===== config.mk =====
export PLATFORM = sky130hd
export DESIGN_NAME = load_cell_filter_tare_scale_top
export DESIGN_NICKNAME = d
export VERILOG_FILES = /design/src/design/lcf_pkg.sv /design/src/design/lcf_alu.sv /design/src/design/lcf_cfg.sv /design/src/design/lcf_seq.sv /design/src/design/load_cell_filter_tare_scale_top.sv
export SDC_FILE = /design/constraint.sdc
export NUM_CORES = 2
export LEC_CHECK = 0
export ABC_CLOCK_PERIOD_IN_PS = 7620
export BUFFER_PORTS_ARGS = -buffer_cell sky130_fd_sc_hd__buf_2
export CORE_ASPECT_RATIO = 0.9
export CORE_MARGIN = 2
export CORE_UTILIZATION = 56
export DETAILED_ROUTE_END_ITERATION = 7
export PLACE_DENSITY = 0.77
export SYNTH_ARGS = -nofsm -noshare
export SYNTH_HDL_FRONTEND = slang
export SYNTH_SLANG_ARGS = --single-unit

===== constraint.sdc =====
create_clock -name clk -period 7.62 [get_ports clk]
set_input_delay 1.143 -clock clk [delete_from_list [all_inputs] [get_ports clk]]
set_output_delay 1.143 -clock clk [all_outputs]
set_load 0.005 [all_outputs]

===== src/design/lcf_pkg.sv =====
// lcf_pkg: shared constants, types and helpers of the load-cell filter block
// no dependencies; used by every module in this folder by scoped names
`timescale 1ns / 1ps

package lcf_pkg;

    // channel count, a power of two; the channel index wraps around it
    localparam int CHANNELS = 4;
    localparam int CH_W     = (CHANNELS > 1) ? $clog2(CHANNELS) : 1;

    // converter bits actually used from the raw code field
    localparam int RAW_BITS = 24;
    localparam int RAW_W    = 24;

    localparam int DATA_W      = 32;
    localparam int FRAC_BITS   = 8;
    localparam int ALPHA_W     = 16;
    localparam int ALPHA_IDX_W = $clog2(ALPHA_W);
    localparam int DIFF_W      = DATA_W + 1;
    localparam int ALU_W       = DATA_W + ALPHA_W + 2;
    localparam int UNIT_SHIFT  = 24;
    localparam int QUO_W       = DATA_W + UNIT_SHIFT;
    localparam int CNT_W       = $clog2(QUO_W);

    localparam int NUM_SCALES  = 4;
    localparam int SCALE_IDX_W = 2;

    localparam int PADDR_W   = 5;
    localparam int REG_IDX_W = PADDR_W - 2;

    // register map, word index
    localparam logic [REG_IDX_W-1:0] REG_ALPHA  = REG_IDX_W'(0);
    localparam logic [REG_IDX_W-1:0] REG_SCALE0 = REG_IDX_W'(1);
    localparam logic [REG_IDX_W-1:0] REG_SCALE1 = REG_IDX_W'(2);
    localparam logic [REG_IDX_W-1:0] REG_SCALE2 = REG_IDX_W'(3);
    localparam logic [REG_IDX_W-1:0] REG_SCALE3 = REG_IDX_W'(4);

    localparam logic [ALPHA_W-1:0] ALPHA_RESET = ALPHA_W'(52429);
    localparam logic [DATA_W-1:0]  SCALE_RESET = DATA_W'(65536);

    // half lsb added before the q16 drop
    localparam logic [ALPHA_W-1:0] ROUND_HALF = ALPHA_W'(1) << (ALPHA_W - 1);

    // quotient magnitude limits for the saturating signed result
    localparam logic [QUO_W-1:0] QUO_NEG_LIM = QUO_W'(1) << (DATA_W - 1);
    localparam logic [QUO_W-1:0] QUO_POS_LIM = QUO_NEG_LIM - QUO_W'(1);

    // item kinds; the other codes behave as a plain sample
    localparam logic [1:0] KIND_TARE = 2'd1;
    localparam logic [1:0] KIND_LOAD = 2'd2;

    typedef enum logic [2:0] {
        ST_IDLE,
        ST_LOAD,
        ST_MUL,
        ST_FILT,
        ST_TARE,
        ST_SETUP,
        ST_DIV,
        ST_DONE
    } state_t;

    typedef struct packed {
        logic [ALPHA_W-1:0]                alpha;
        logic [NUM_SCALES-1:0][DATA_W-1:0] scale;
    } cfg_t;

    typedef struct packed {
        logic [DATA_W-1:0] filtered_raw;
        logic [DATA_W-1:0] tared_value;
        logic [DATA_W-1:0] units_value;
        logic              status;
    } res_t;

    // clamp a wide signed value into the 32-bit signed range
    function automatic logic [DATA_W-1:0] sat_data(input logic [ALU_W-1:0] x);
        logic [ALU_W-DATA_W:0] top_bits;
        top_bits = x[ALU_W-1:DATA_W-1];
        if (top_bits == '0 || top_bits == '1)
            return x[DATA_W-1:0];
        else if (x[ALU_W-1])
            return {1'b1, {(DATA_W-1){1'b0}}};
        else
            return {1'b0, {(DATA_W-1){1'b1}}};
    endfunction

endpackage


===== src/design/lcf_alu.sv =====
// lcf_alu: shared add/subtract unit of the sequencer
// depends on lcf_pkg for the datapath width
`timescale 1ns / 1ps

module lcf_alu (
    input  logic [lcf_pkg::ALU_W-1:0] a,
    input  logic [lcf_pkg::ALU_W-1:0] b,
    input  logic                      sub,
    output logic [lcf_pkg::ALU_W-1:0] sum
);

    // two's complement add, or subtract through inverted b and carry in
    assign sum = a + (sub ? ~b : b) + lcf_pkg::ALU_W'(sub);

endmodule


===== src/design/lcf_cfg.sv =====
// lcf_cfg: apb register file, alpha and four channel scales
// depends on lcf_pkg for the register map and the cfg_t bundle
`timescale 1ns / 1ps

module lcf_cfg (
    input  logic                        clk,
    input  logic                        rst_n,
    input  logic                        psel,
    input  logic                        penable,
    input  logic                        pwrite,
    input  logic [lcf_pkg::PADDR_W-1:0] paddr,
    input  logic [31:0]                 pwdata,
    output logic [31:0]                 prdata,
    output logic                        pready,
    output lcf_pkg::cfg_t               cfg
);

    logic [lcf_pkg::ALPHA_W-1:0] alpha_reg;
    logic [lcf_pkg::NUM_SCALES-1:0][lcf_pkg::DATA_W-1:0] scale_reg;
    logic [lcf_pkg::REG_IDX_W-1:0] reg_idx;
    logic wr_en;

    assign reg_idx = paddr[lcf_pkg::PADDR_W-1:2];
    assign wr_en   = psel && penable && pwrite;
    assign pready  = 1'b1;

    always_ff @(posedge clk or negedge rst_n)
    begin
        if (!rst_n)
        begin
            alpha_reg <= lcf_pkg::ALPHA_RESET;
            for (int i = 0; i < lcf_pkg::NUM_SCALES; i++)
            begin
                scale_reg[i] <= lcf_pkg::SCALE_RESET;
            end
        end
        else if (wr_en)
        begin
            unique case (reg_idx)
                lcf_pkg::REG_ALPHA:  alpha_reg    <= pwdata[lcf_pkg::ALPHA_W-1:0];
                lcf_pkg::REG_SCALE0: scale_reg[0] <= pwdata;
                lcf_pkg::REG_SCALE1: scale_reg[1] <= pwdata;
                lcf_pkg::REG_SCALE2: scale_reg[2] <= pwdata;
                lcf_pkg::REG_SCALE3: scale_reg[3] <= pwdata;
                default: ;
            endcase
        end
    end

    always_comb
    begin
        unique case (reg_idx)
            lcf_pkg::REG_ALPHA:  prdata = 32'(alpha_reg);
            lcf_pkg::REG_SCALE0: prdata = scale_reg[0];
            lcf_pkg::REG_SCALE1: prdata = scale_reg[1];
            lcf_pkg::REG_SCALE2: prdata = scale_reg[2];
            lcf_pkg::REG_SCALE3: prdata = scale_reg[3];
            default:             prdata = '0;
        endcase
    end

    assign cfg.alpha = alpha_reg;
    assign cfg.scale = scale_reg;

endmodule


===== src/design/lcf_seq.sv =====
// lcf_seq: sequencer, channel state and operand registers around the shared alu
// depends on lcf_pkg and lcf_alu
`timescale 1ns / 1ps

module lcf_seq (
    input  logic                      clk,
    input  logic                      rst_n,
    input  logic                      in_valid,
    output logic                      in_ready,
    input  logic [1:0]                kind,
    input  logic [1:0]                channel,
    input  logic [lcf_pkg::RAW_W-1:0] raw_code,
    input  logic [31:0]               offset_value,
    input  lcf_pkg::cfg_t             cfg,
    output logic                      res_valid,
    input  logic                      res_ready,
    output lcf_pkg::res_t             res
);

    localparam int DW = lcf_pkg::DATA_W;
    localparam int AW = lcf_pkg::ALU_W;
    localparam int QW = lcf_pkg::QUO_W;

    function automatic logic [AW-1:0] sx_data(input logic [DW-1:0] x);
        return {{(AW-DW){x[DW-1]}}, x};
    endfunction

    lcf_pkg::state_t state_reg, state_next;

    logic [1:0]                  kind_reg, kind_next;
    logic [lcf_pkg::CH_W-1:0]    ch_reg, ch_next;
    logic [DW-1:0]               raw_reg, raw_next;
    logic [AW-1:0]               acc_reg, acc_next;
    logic [lcf_pkg::DIFF_W-1:0]  diff_reg, diff_next;
    logic [DW-1:0]               filt_reg, filt_next;
    logic [DW-1:0]               tared_reg, tared_next;
    logic [DW-1:0]               rem_reg, rem_next;
    logic [DW-1:0]               div_reg, div_next;
    logic [QW-1:0]               quo_reg, quo_next;
    logic [lcf_pkg::CNT_W-1:0]   cnt_reg, cnt_next;
    logic                        neg_reg, neg_next;
    logic                        zero_reg, zero_next;

    logic [DW-1:0] filter_state_reg [lcf_pkg::CHANNELS];
    logic [DW-1:0] channel_offset_reg [lcf_pkg::CHANNELS];

    logic          state_we, offset_we;
    logic [DW-1:0] wdata;

    logic [AW-1:0] alu_a, alu_b, alu_sum;
    logic          alu_sub;

    logic [DW-1:0] raw_ext, raw_fix, scale_cur, tmag, smag, units;
    logic [AW-1:0] filt_wide;
    logic [DW:0]   div_shift;
    logic          ch_scale_zero;

    lcf_alu u_alu (
        .a   (alu_a),
        .b   (alu_b),
        .sub (alu_sub),
        .sum (alu_sum)
    );

    // sign-extend the converter code and move it to q24.8
    assign raw_ext = {{(DW-lcf_pkg::RAW_BITS){raw_code[lcf_pkg::RAW_BITS-1]}},
                      raw_code[lcf_pkg::RAW_BITS-1:0]};
    assign raw_fix = {raw_ext[DW-lcf_pkg::FRAC_BITS-1:0], {lcf_pkg::FRAC_BITS{1'b0}}};

    assign scale_cur     = cfg.scale[lcf_pkg::SCALE_IDX_W'(ch_reg)];
    assign ch_scale_zero = (scale_cur == '0);
    assign filt_wide     = $signed(alu_sum) >>> lcf_pkg::ALPHA_W;
    assign div_shift     = {rem_reg, quo_reg[QW-1]};
    assign tmag          = tared_reg[DW-1] ? (~tared_reg + DW'(1)) : tared_reg;
    assign smag          = scale_cur[DW-1] ? (~scale_cur + DW'(1)) : scale_cur;

    // next state
    always_comb
    begin
        state_next = state_reg;
        unique case (state_reg)
            lcf_pkg::ST_IDLE:  if (in_valid) state_next = lcf_pkg::ST_LOAD;
            lcf_pkg::ST_LOAD:  state_next = (kind_reg == lcf_pkg::KIND_LOAD) ?
                                            lcf_pkg::ST_TARE : lcf_pkg::ST_MUL;
            lcf_pkg::ST_MUL:   if (cnt_reg == '0) state_next = lcf_pkg::ST_FILT;
            lcf_pkg::ST_FILT:  state_next = lcf_pkg::ST_TARE;
            lcf_pkg::ST_TARE:  state_next = lcf_pkg::ST_SETUP;
            lcf_pkg::ST_SETUP: state_next = ch_scale_zero ? lcf_pkg::ST_DONE : lcf_pkg::ST_DIV;
            lcf_pkg::ST_DIV:   if (cnt_reg == '0) state_next = lcf_pkg::ST_DONE;
            lcf_pkg::ST_DONE:  if (res_ready) state_next = lcf_pkg::ST_IDLE;
            default:           state_next = lcf_pkg::ST_IDLE;
        endcase
    end

    // control outputs and alu operand selection
    always_comb
    begin
        in_ready  = (state_reg == lcf_pkg::ST_IDLE);
        res_valid = (state_reg == lcf_pkg::ST_DONE);
        alu_a     = '0;
        alu_b     = '0;
        alu_sub   = 1'b0;
        unique case (state_reg)
            lcf_pkg::ST_LOAD:
            begin
                // old state minus new sample
                alu_a   = sx_data(filter_state_reg[ch_reg]);
                alu_b   = sx_data(raw_reg);
                alu_sub = 1'b1;
            end
            lcf_pkg::ST_MUL:
            begin
                // shift-add, alpha msb first
                alu_a = {acc_reg[AW-2:0], 1'b0};
                if (cfg.alpha[cnt_reg[lcf_pkg::ALPHA_IDX_W-1:0]])
                    alu_b = {{(AW-lcf_pkg::DIFF_W){diff_reg[lcf_pkg::DIFF_W-1]}}, diff_reg};
            end
            lcf_pkg::ST_FILT:
            begin
                // raw*65536 plus rounding half
                alu_a = acc_reg;
                alu_b = {{(AW-DW-lcf_pkg::ALPHA_W){raw_reg[DW-1]}}, raw_reg,
                         lcf_pkg::ROUND_HALF};
            end
            lcf_pkg::ST_TARE:
            begin
                alu_a   = sx_data(filt_reg);
                alu_b   = sx_data(channel_offset_reg[ch_reg]);
                alu_sub = 1'b1;
            end
            lcf_pkg::ST_DIV:
            begin
                // trial subtract of restoring division
                alu_a   = AW'(div_shift);
                alu_b   = AW'(div_reg);
                alu_sub = 1'b1;
            end
            default: ;
        endcase
    end

    // datapath next values
    always_comb
    begin
        kind_next  = kind_reg;
        ch_next    = ch_reg;
        raw_next   = raw_reg;
        acc_next   = acc_reg;
        diff_next  = diff_reg;
        filt_next  = filt_reg;
        tared_next = tared_reg;
        rem_next   = rem_reg;
        div_next   = div_reg;
        quo_next   = quo_reg;
        cnt_next   = cnt_reg;
        neg_next   = neg_reg;
        zero_next  = zero_reg;
        state_we   = 1'b0;
        offset_we  = 1'b0;
        wdata      = raw_reg;
        case (state_reg)
            lcf_pkg::ST_IDLE:
            begin
                if (in_valid)
                begin
                    kind_next = kind;
                    ch_next   = lcf_pkg::CH_W'(channel % lcf_pkg::CHANNELS);
                    raw_next  = (kind == lcf_pkg::KIND_LOAD) ? offset_value : raw_fix;
                    acc_next  = '0;
                    cnt_next  = lcf_pkg::CNT_W'(lcf_pkg::ALPHA_W - 1);
                end
            end
            lcf_pkg::ST_LOAD:
            begin
                if (kind_reg == lcf_pkg::KIND_LOAD)
                begin
                    state_we  = 1'b1;
                    offset_we = 1'b1;
                    wdata     = raw_reg;
                    filt_next = raw_reg;
                end
                else
                begin
                    diff_next = alu_sum[lcf_pkg::DIFF_W-1:0];
                end
            end
            lcf_pkg::ST_MUL:
            begin
                acc_next = alu_sum;
                cnt_next = cnt_reg - lcf_pkg::CNT_W'(1);
            end
            lcf_pkg::ST_FILT:
            begin
                wdata     = lcf_pkg::sat_data(filt_wide);
                filt_next = wdata;
                state_we  = 1'b1;
                offset_we = (kind_reg == lcf_pkg::KIND_TARE);
            end
            lcf_pkg::ST_TARE:
            begin
                tared_next = lcf_pkg::sat_data(alu_sum);
            end
            lcf_pkg::ST_SETUP:
            begin
                quo_next  = {tmag, {lcf_pkg::UNIT_SHIFT{1'b0}}};
                rem_next  = '0;
                div_next  = smag;
                neg_next  = tared_reg[DW-1] ^ scale_cur[DW-1];
                zero_next = ch_scale_zero;
                cnt_next  = lcf_pkg::CNT_W'(QW - 1);
            end
            lcf_pkg::ST_DIV:
            begin
                if (!alu_sum[AW-1])
                    rem_next = alu_sum[DW-1:0];
                else
                    rem_next = div_shift[DW-1:0];
                quo_next = {quo_reg[QW-2:0], ~alu_sum[AW-1]};
                cnt_next = cnt_reg - lcf_pkg::CNT_W'(1);
            end
            default: ;
        endcase
    end

    always_ff @(posedge clk or negedge rst_n)
    begin
        if (!rst_n)
        begin
            state_reg <= lcf_pkg::ST_IDLE;
            for (int i = 0; i < lcf_pkg::CHANNELS; i++)
            begin
                filter_state_reg[i]   <= '0;
                channel_offset_reg[i] <= '0;
            end
        end
        else
        begin
            state_reg <= state_next;
            if (state_we)
                filter_state_reg[ch_reg] <= wdata;
            if (offset_we)
                channel_offset_reg[ch_reg] <= wdata;
        end
    end

    always_ff @(posedge clk)
    begin
        kind_reg  <= kind_next;
        ch_reg    <= ch_next;
        raw_reg   <= raw_next;
        acc_reg   <= acc_next;
        diff_reg  <= diff_next;
        filt_reg  <= filt_next;
        tared_reg <= tared_next;
        rem_reg   <= rem_next;
        div_reg   <= div_next;
        quo_reg   <= quo_next;
        cnt_reg   <= cnt_next;
        neg_reg   <= neg_next;
        zero_reg  <= zero_next;
    end

    // sign and saturation of the quotient magnitude
    always_comb
    begin
        if (zero_reg)
            units = '0;
        else if (neg_reg)
            units = (quo_reg > lcf_pkg::QUO_NEG_LIM) ? {1'b1, {(DW-1){1'b0}}}
                                                     : (~quo_reg[DW-1:0] + DW'(1));
        else
            units = (quo_reg > lcf_pkg::QUO_POS_LIM) ? {1'b0, {(DW-1){1'b1}}}
                                                     : quo_reg[DW-1:0];
    end

    assign res.filtered_raw = filt_reg;
    assign res.tared_value  = tared_reg;
    assign res.units_value  = units;
    assign res.status       = zero_reg;

endmodule


===== src/design/load_cell_filter_tare_scale_top.sv =====
// load_cell_filter_tare_scale_top: four-channel load-cell filter, tare and scale; uses lcf_pkg
// a load-offset item skips the shift-add multiply and the filter step,
// and a zero scale skips the divide
// a 16-step shift-add multiply and a 56-step restoring divide share one add/subtract unit,
// and the block takes no input meanwhile
// a finished result sits in an output register, so the next input is taken while it waits
// reset (rst_n, async, low): filters and offsets zero, alpha 52429, scales 1.0 in q16.16
`timescale 1ns / 1ps

module load_cell_filter_tare_scale_top (
    input  logic                        clk,
    input  logic                        rst_n,
    // input channel
    input  logic                        in_valid,
    output logic                        in_ready,
    input  logic [1:0]                  kind,
    input  logic [1:0]                  channel,
    input  logic [lcf_pkg::RAW_W-1:0]   raw_code,
    input  logic signed [31:0]          offset_value,
    // result channel
    output logic                        out_valid,
    input  logic                        out_ready,
    output logic signed [31:0]          filtered_raw,
    output logic signed [31:0]          tared_value,
    output logic signed [31:0]          units_value,
    output logic                        status,
    // apb register port
    input  logic                        psel,
    input  logic                        penable,
    input  logic                        pwrite,
    input  logic [lcf_pkg::PADDR_W-1:0] paddr,
    input  logic [31:0]                 pwdata,
    output logic [31:0]                 prdata,
    output logic                        pready
);

    lcf_pkg::cfg_t cfg;
    lcf_pkg::res_t res;
    lcf_pkg::res_t out_reg;
    logic          out_valid_reg;
    logic          res_valid, res_ready;

    // register file: alpha and the channel scales
    lcf_cfg u_cfg (
        .clk     (clk),
        .rst_n   (rst_n),
        .psel    (psel),
        .penable (penable),
        .pwrite  (pwrite),
        .paddr   (paddr),
        .pwdata  (pwdata),
        .prdata  (prdata),
        .pready  (pready),
        .cfg     (cfg)
    );

    // filter, tare and divide sequencer
    lcf_seq u_seq (
        .clk          (clk),
        .rst_n        (rst_n),
        .in_valid     (in_valid),
        .in_ready     (in_ready),
        .kind         (kind),
        .channel      (channel),
        .raw_code     (raw_code),
        .offset_value (offset_value),
        .cfg          (cfg),
        .res_valid    (res_valid),
        .res_ready    (res_ready),
        .res          (res)
    );

    // output register frees the sequencer once a result is parked here
    assign res_ready = !out_valid_reg || out_ready;

    always_ff @(posedge clk or negedge rst_n)
    begin
        if (!rst_n)
        begin
            out_valid_reg <= 1'b0;
        end
        else if (res_ready)
        begin
            out_valid_reg <= res_valid;
        end
    end

    // payload only moves when a new result is handed over
    always_ff @(posedge clk)
    begin
        if (res_valid && res_ready)
            out_reg <= res;
    end

    assign out_valid    = out_valid_reg;
    assign filtered_raw = out_reg.filtered_raw;
    assign tared_value  = out_reg.tared_value;
    assign units_value  = out_reg.units_value;
    assign status       = out_reg.status;

    // the sequencer is busy after taking a transaction, so in_ready falls
    assert property (@(posedge clk) disable iff (!rst_n)
        (in_valid && in_ready) |=> !in_ready)
    else $error("input taken again right after a transaction");

    // zero scale reports a zero units value
    assert property (@(posedge clk) disable iff (!rst_n)
        (out_valid && status) |-> (units_value == 32'sd0))
    else $error("units value not cleared for zero scale");

    // a zero tared value divides to zero
    assert property (@(posedge clk) disable iff (!rst_n)
        (out_valid && (tared_value == 32'sd0)) |-> (units_value == 32'sd0))
    else $error("nonzero units for zero tared value");

    // a result handed over while the output register is free or draining is presented as out_valid
    assert property (@(posedge clk) disable iff (!rst_n)
        (res_valid && res_ready) |=> out_valid)
    else $error("handed-over result not presented");

endmodule

==> metrics.md <==
| Metric | Value |
|---|---|
| Status | completed |
| P&R area growth vs syn | 13.1% |
| Hold slack | approximately 0.45 ns |
| Core area | ~0.073 mm^2 |
| IO Port Bufs | around 230 |
| Post-DP HPWL | approximately 86 mm |
| Distinct cells, synth | 88 |
| Routed WL per cell | approximately 25 um |
| Die extent in y | ~260 um |
| Final hold violations | 0 |
| Starting Density | a little under three fifths |
| Asr flop ratio synth | between 40% and 50% |
| First-pass GRT wire length | 189 mm |
| Nets | around 4100 |
| Drt first-iter violations | a little over 4000 |
| Critical Path RT | between 7 and 8 ns |
| Number of max-cap violations | 0 |
| Min-Delay Path Class | flip-flop to flip-flop |
| CP Launch Type | flip-flop |
| Drt drc | 0 |
| Longest Clk Path Bufs | 3 |
| Mapped cell area | around 0.042 mm^2 |
| Vias per Instance | 6.55 |
| Post-route cell area | around 0.047 mm^2 |
| Number of core rows | 94 |
| Drt first pass iters | 6 |
| Ports | roughly 240 |
| Most common cell in the synthesized netlist | a21oi_1 |
| Synthesized instance count | 3733 |
| GRT Overall Usage | between 30% and 40% |
| DIE AREA | 0.0766 mm^2 |
| Placed Instance Area | between 0.04 and 0.05 mm^2 |
| GPL Wtd Cong | between 1 and 1.5 |
| EDFF count, synth | slightly above 400 |
| Vias post-DR | 32500 |
| Largest net degree at the start of global routing | 146 |
| Placed cell count | roughly 4800 |
| Largest cells by area after synthesis | edfxtp_1, dfrtp_1, mux2_2 |
| CTS clk-pin slew, worst paths | ~0.06 ns |
| Leading area contributor after synthesis | edfxtp_1 |
| Kind of critical path | flip-flop to flip-flop |
| FF-to-FF setup slack | slightly above 0.6 ns |
| Clk sinks | between 800 and 900 |
| Layout Cells excl Fill | 4958 |
| RSZ-0062 raised after global routing | no |
| Vias in the first global route | just over 30000 |
| Antenna viol nets, final | 0 |
| Worst Reg-to-Reg Cells | 20 |
| Post-CTS Hold Buffers | 0 |
| Share of the synthesized area in the top cell type | slightly below 30% |
| Root Driver | clkbuf_16 |
| H-tree depth | 3 |
| Antenna violations before repair | 6 |
| Final Skew | 0.0384 ns |
| Warnings, synthesis | 0 |
| Setup bufs post-CTS | 0 |
| Slew @ Worst Pin | between 1 and 1.5 ns |
| Final setup TNS | 0 ns |
| Critical R2R Capture | u_seq.filt_reg[29]$_DFFE_PP_ |
| Fmax | 143 MHz |
| Setup Viol. Count Final | 0 |
| Synthesis-stage register bit count | slightly above 800 |
| Max_slew headroom | between 10% and 20% |
| Die W | 292 um |
| Layout cells sized above 1 | a little under a quarter |
| Final Cycle Share | about 90% |
| Register area share after synthesis | 53.7% |
| Syn_area_per_cell | 11.2 um^2 |
| CTS tree | built |
| CP max FO | ~50 |
| Min Tclk post-route | roughly 7 ns |
| TritonCTS buffer count | 84 |
| Setup crit end kind | flip-flop |
| Grt ovf | 0 |
| Reg2reg start | u_seq.cnt_reg[0]$_SDFFCE_PN1P_ |
| Final Max Tran Viols | 0 |
| Clk Latency, worst-skew pair | about 0.66 ns |
| Setup crit start | u_seq.cnt_reg[0]$_SDFFCE_PN1P_ |
| CTS resizes | 0 |
| Hold path start | u_seq.filt_reg[23]$_DFFE_PP_ |
| Post-synth top cells | a21oi_1, edfxtp_1, dfrtp_1 |
| Final wirelength | 125 mm |
| Primary FF master, synth | edfxtp_1 |
| WP data arrival | 7.36 ns |
| Crit path to | u_seq.filt_reg[29]$_DFFE_PP_ |
| Syn Nets | 3890 |
critical path, stage by stage (launching register included):
cell and delay (ns):
edfxtp_1 0.51, mux4_2 0.57, nor2_1 0.13, o22a_1 0.50, o21a_1 0.36, and2_0 0.35
a21oi_1 0.07, o21ai_0 0.36, ha_1 0.39, a21o_1 0.21, a21o_1 0.17, a21oi_1 0.23
nor2_1 0.07, o41ai_1 0.45, a2bb2oi_1 0.38, and4_1 0.30, nor4_4 0.07, inv_2 0.66
a21oi_1 0.08, o211ai_1 0.73, nand2_1 0.10
per-stage QoR:
stage                     setup WS (ns)  util [%]
after detailed placement          0.858      60.2
after CTS                         0.801      64.2
final                             0.609      64.2
after global placement            0.957      60.2
after floorplan                   0.520         -
after global routing              0.264      64.2
placed cells by master, fill, tap and decap left out, types with 17 or more instances in the layout:
cell / netlist / layout
a21o_1: 22 / 22
a21oi_1: 443 / 443
a221o_1: 17 / 17
a221oi_1: 55 / 55
a22oi_1: 36 / 36
a31oi_1: 53 / 53
and3_1: 27 / 26
buf_2: 7 / 231
buf_4: 1 / 108
clkbuf_1: 206 / 22
clkbuf_16: 0 / 86
dfrtp_1: 391 / 388
edfxtp_1: 408 / 408
ha_1: 52 / 52
inv_1: 89 / 89
mux2_2: 252 / 252
mux2i_1: 102 / 102
mux4_2: 97 / 97
nand2_1: 336 / 334
nand3_1: 27 / 27
nand3b_1: 17 / 17
nor2_1: 364 / 353
nor3_1: 45 / 40
o21ai_0: 214 / 212
o21ai_1: 22 / 23
o22ai_1: 18 / 18
o31ai_1: 20 / 20
or2_2: 18 / 18
or3_1: 25 / 25
xnor2_1: 48 / 48
xor2_1: 61 / 61
metal layers:
metal	track usage, %	routed length [um]	vias to the layer above
li1	-	-	14200
met1	45.3	49700	16100
met2	47.8	55400	1816
met3	8.00	14100	300
met4	12.0	5130	10
met5	0.688	126	-
cell type report:
cell class	count	area (um^2)
repair buffers	346	2100
inverters	90	338
well taps	960	1200
fillers	5592	26300
diodes	6	15.0
clock inverters	36	492
flip-flops and latches	812	22400
clock buffers	120	2400
multi-input cells	2588	18200
kinds of logic (layout without fill, tap and decap cells):
| kind of cell | count (synthesis) | after routing | share of synthesized area, % |
|---|---|---|---|
| DFF | 812 | 812 | 53.7 |
| buffers and inverters | 333 | 592 | 3.07 |
| and+or+nand+nor | 968 | 968 | 10.5 |
| muxes | 451 | 451 | 14.5 |
| other | 1 | 7 | 0.00900 |
| AOI/OAI and AO/OA | 1006 | 1006 | 14.4 |
| xor gates and xnor gates | 109 | 109 | 2.29 |
| adders and majority gates | 53 | 53 | 1.61 |
how the worst min path moves through the flow:
stage | to | slack, ns | cells past startpoint
final | filtered_raw[23]$_DFFE_PP_ | 0.45 | 0
after global routing | filtered_raw[23]$_DFFE_PP_ | 0.47 | 0
after CTS | filtered_raw[23]$_DFFE_PP_ | 0.45 | 0
after detailed placement | filtered_raw[23]$_DFFE_PP_ | 0.44 | 0
after global placement | filtered_raw[25]$_DFFE_PP_ | 0.43 | 0
after floorplan | filtered_raw[0]$_DFFE_PP_ | 0.43 | 0
Power is not shown: default switching activity piles up to over one toggle a cycle in this logic, so the estimate is an artifact.
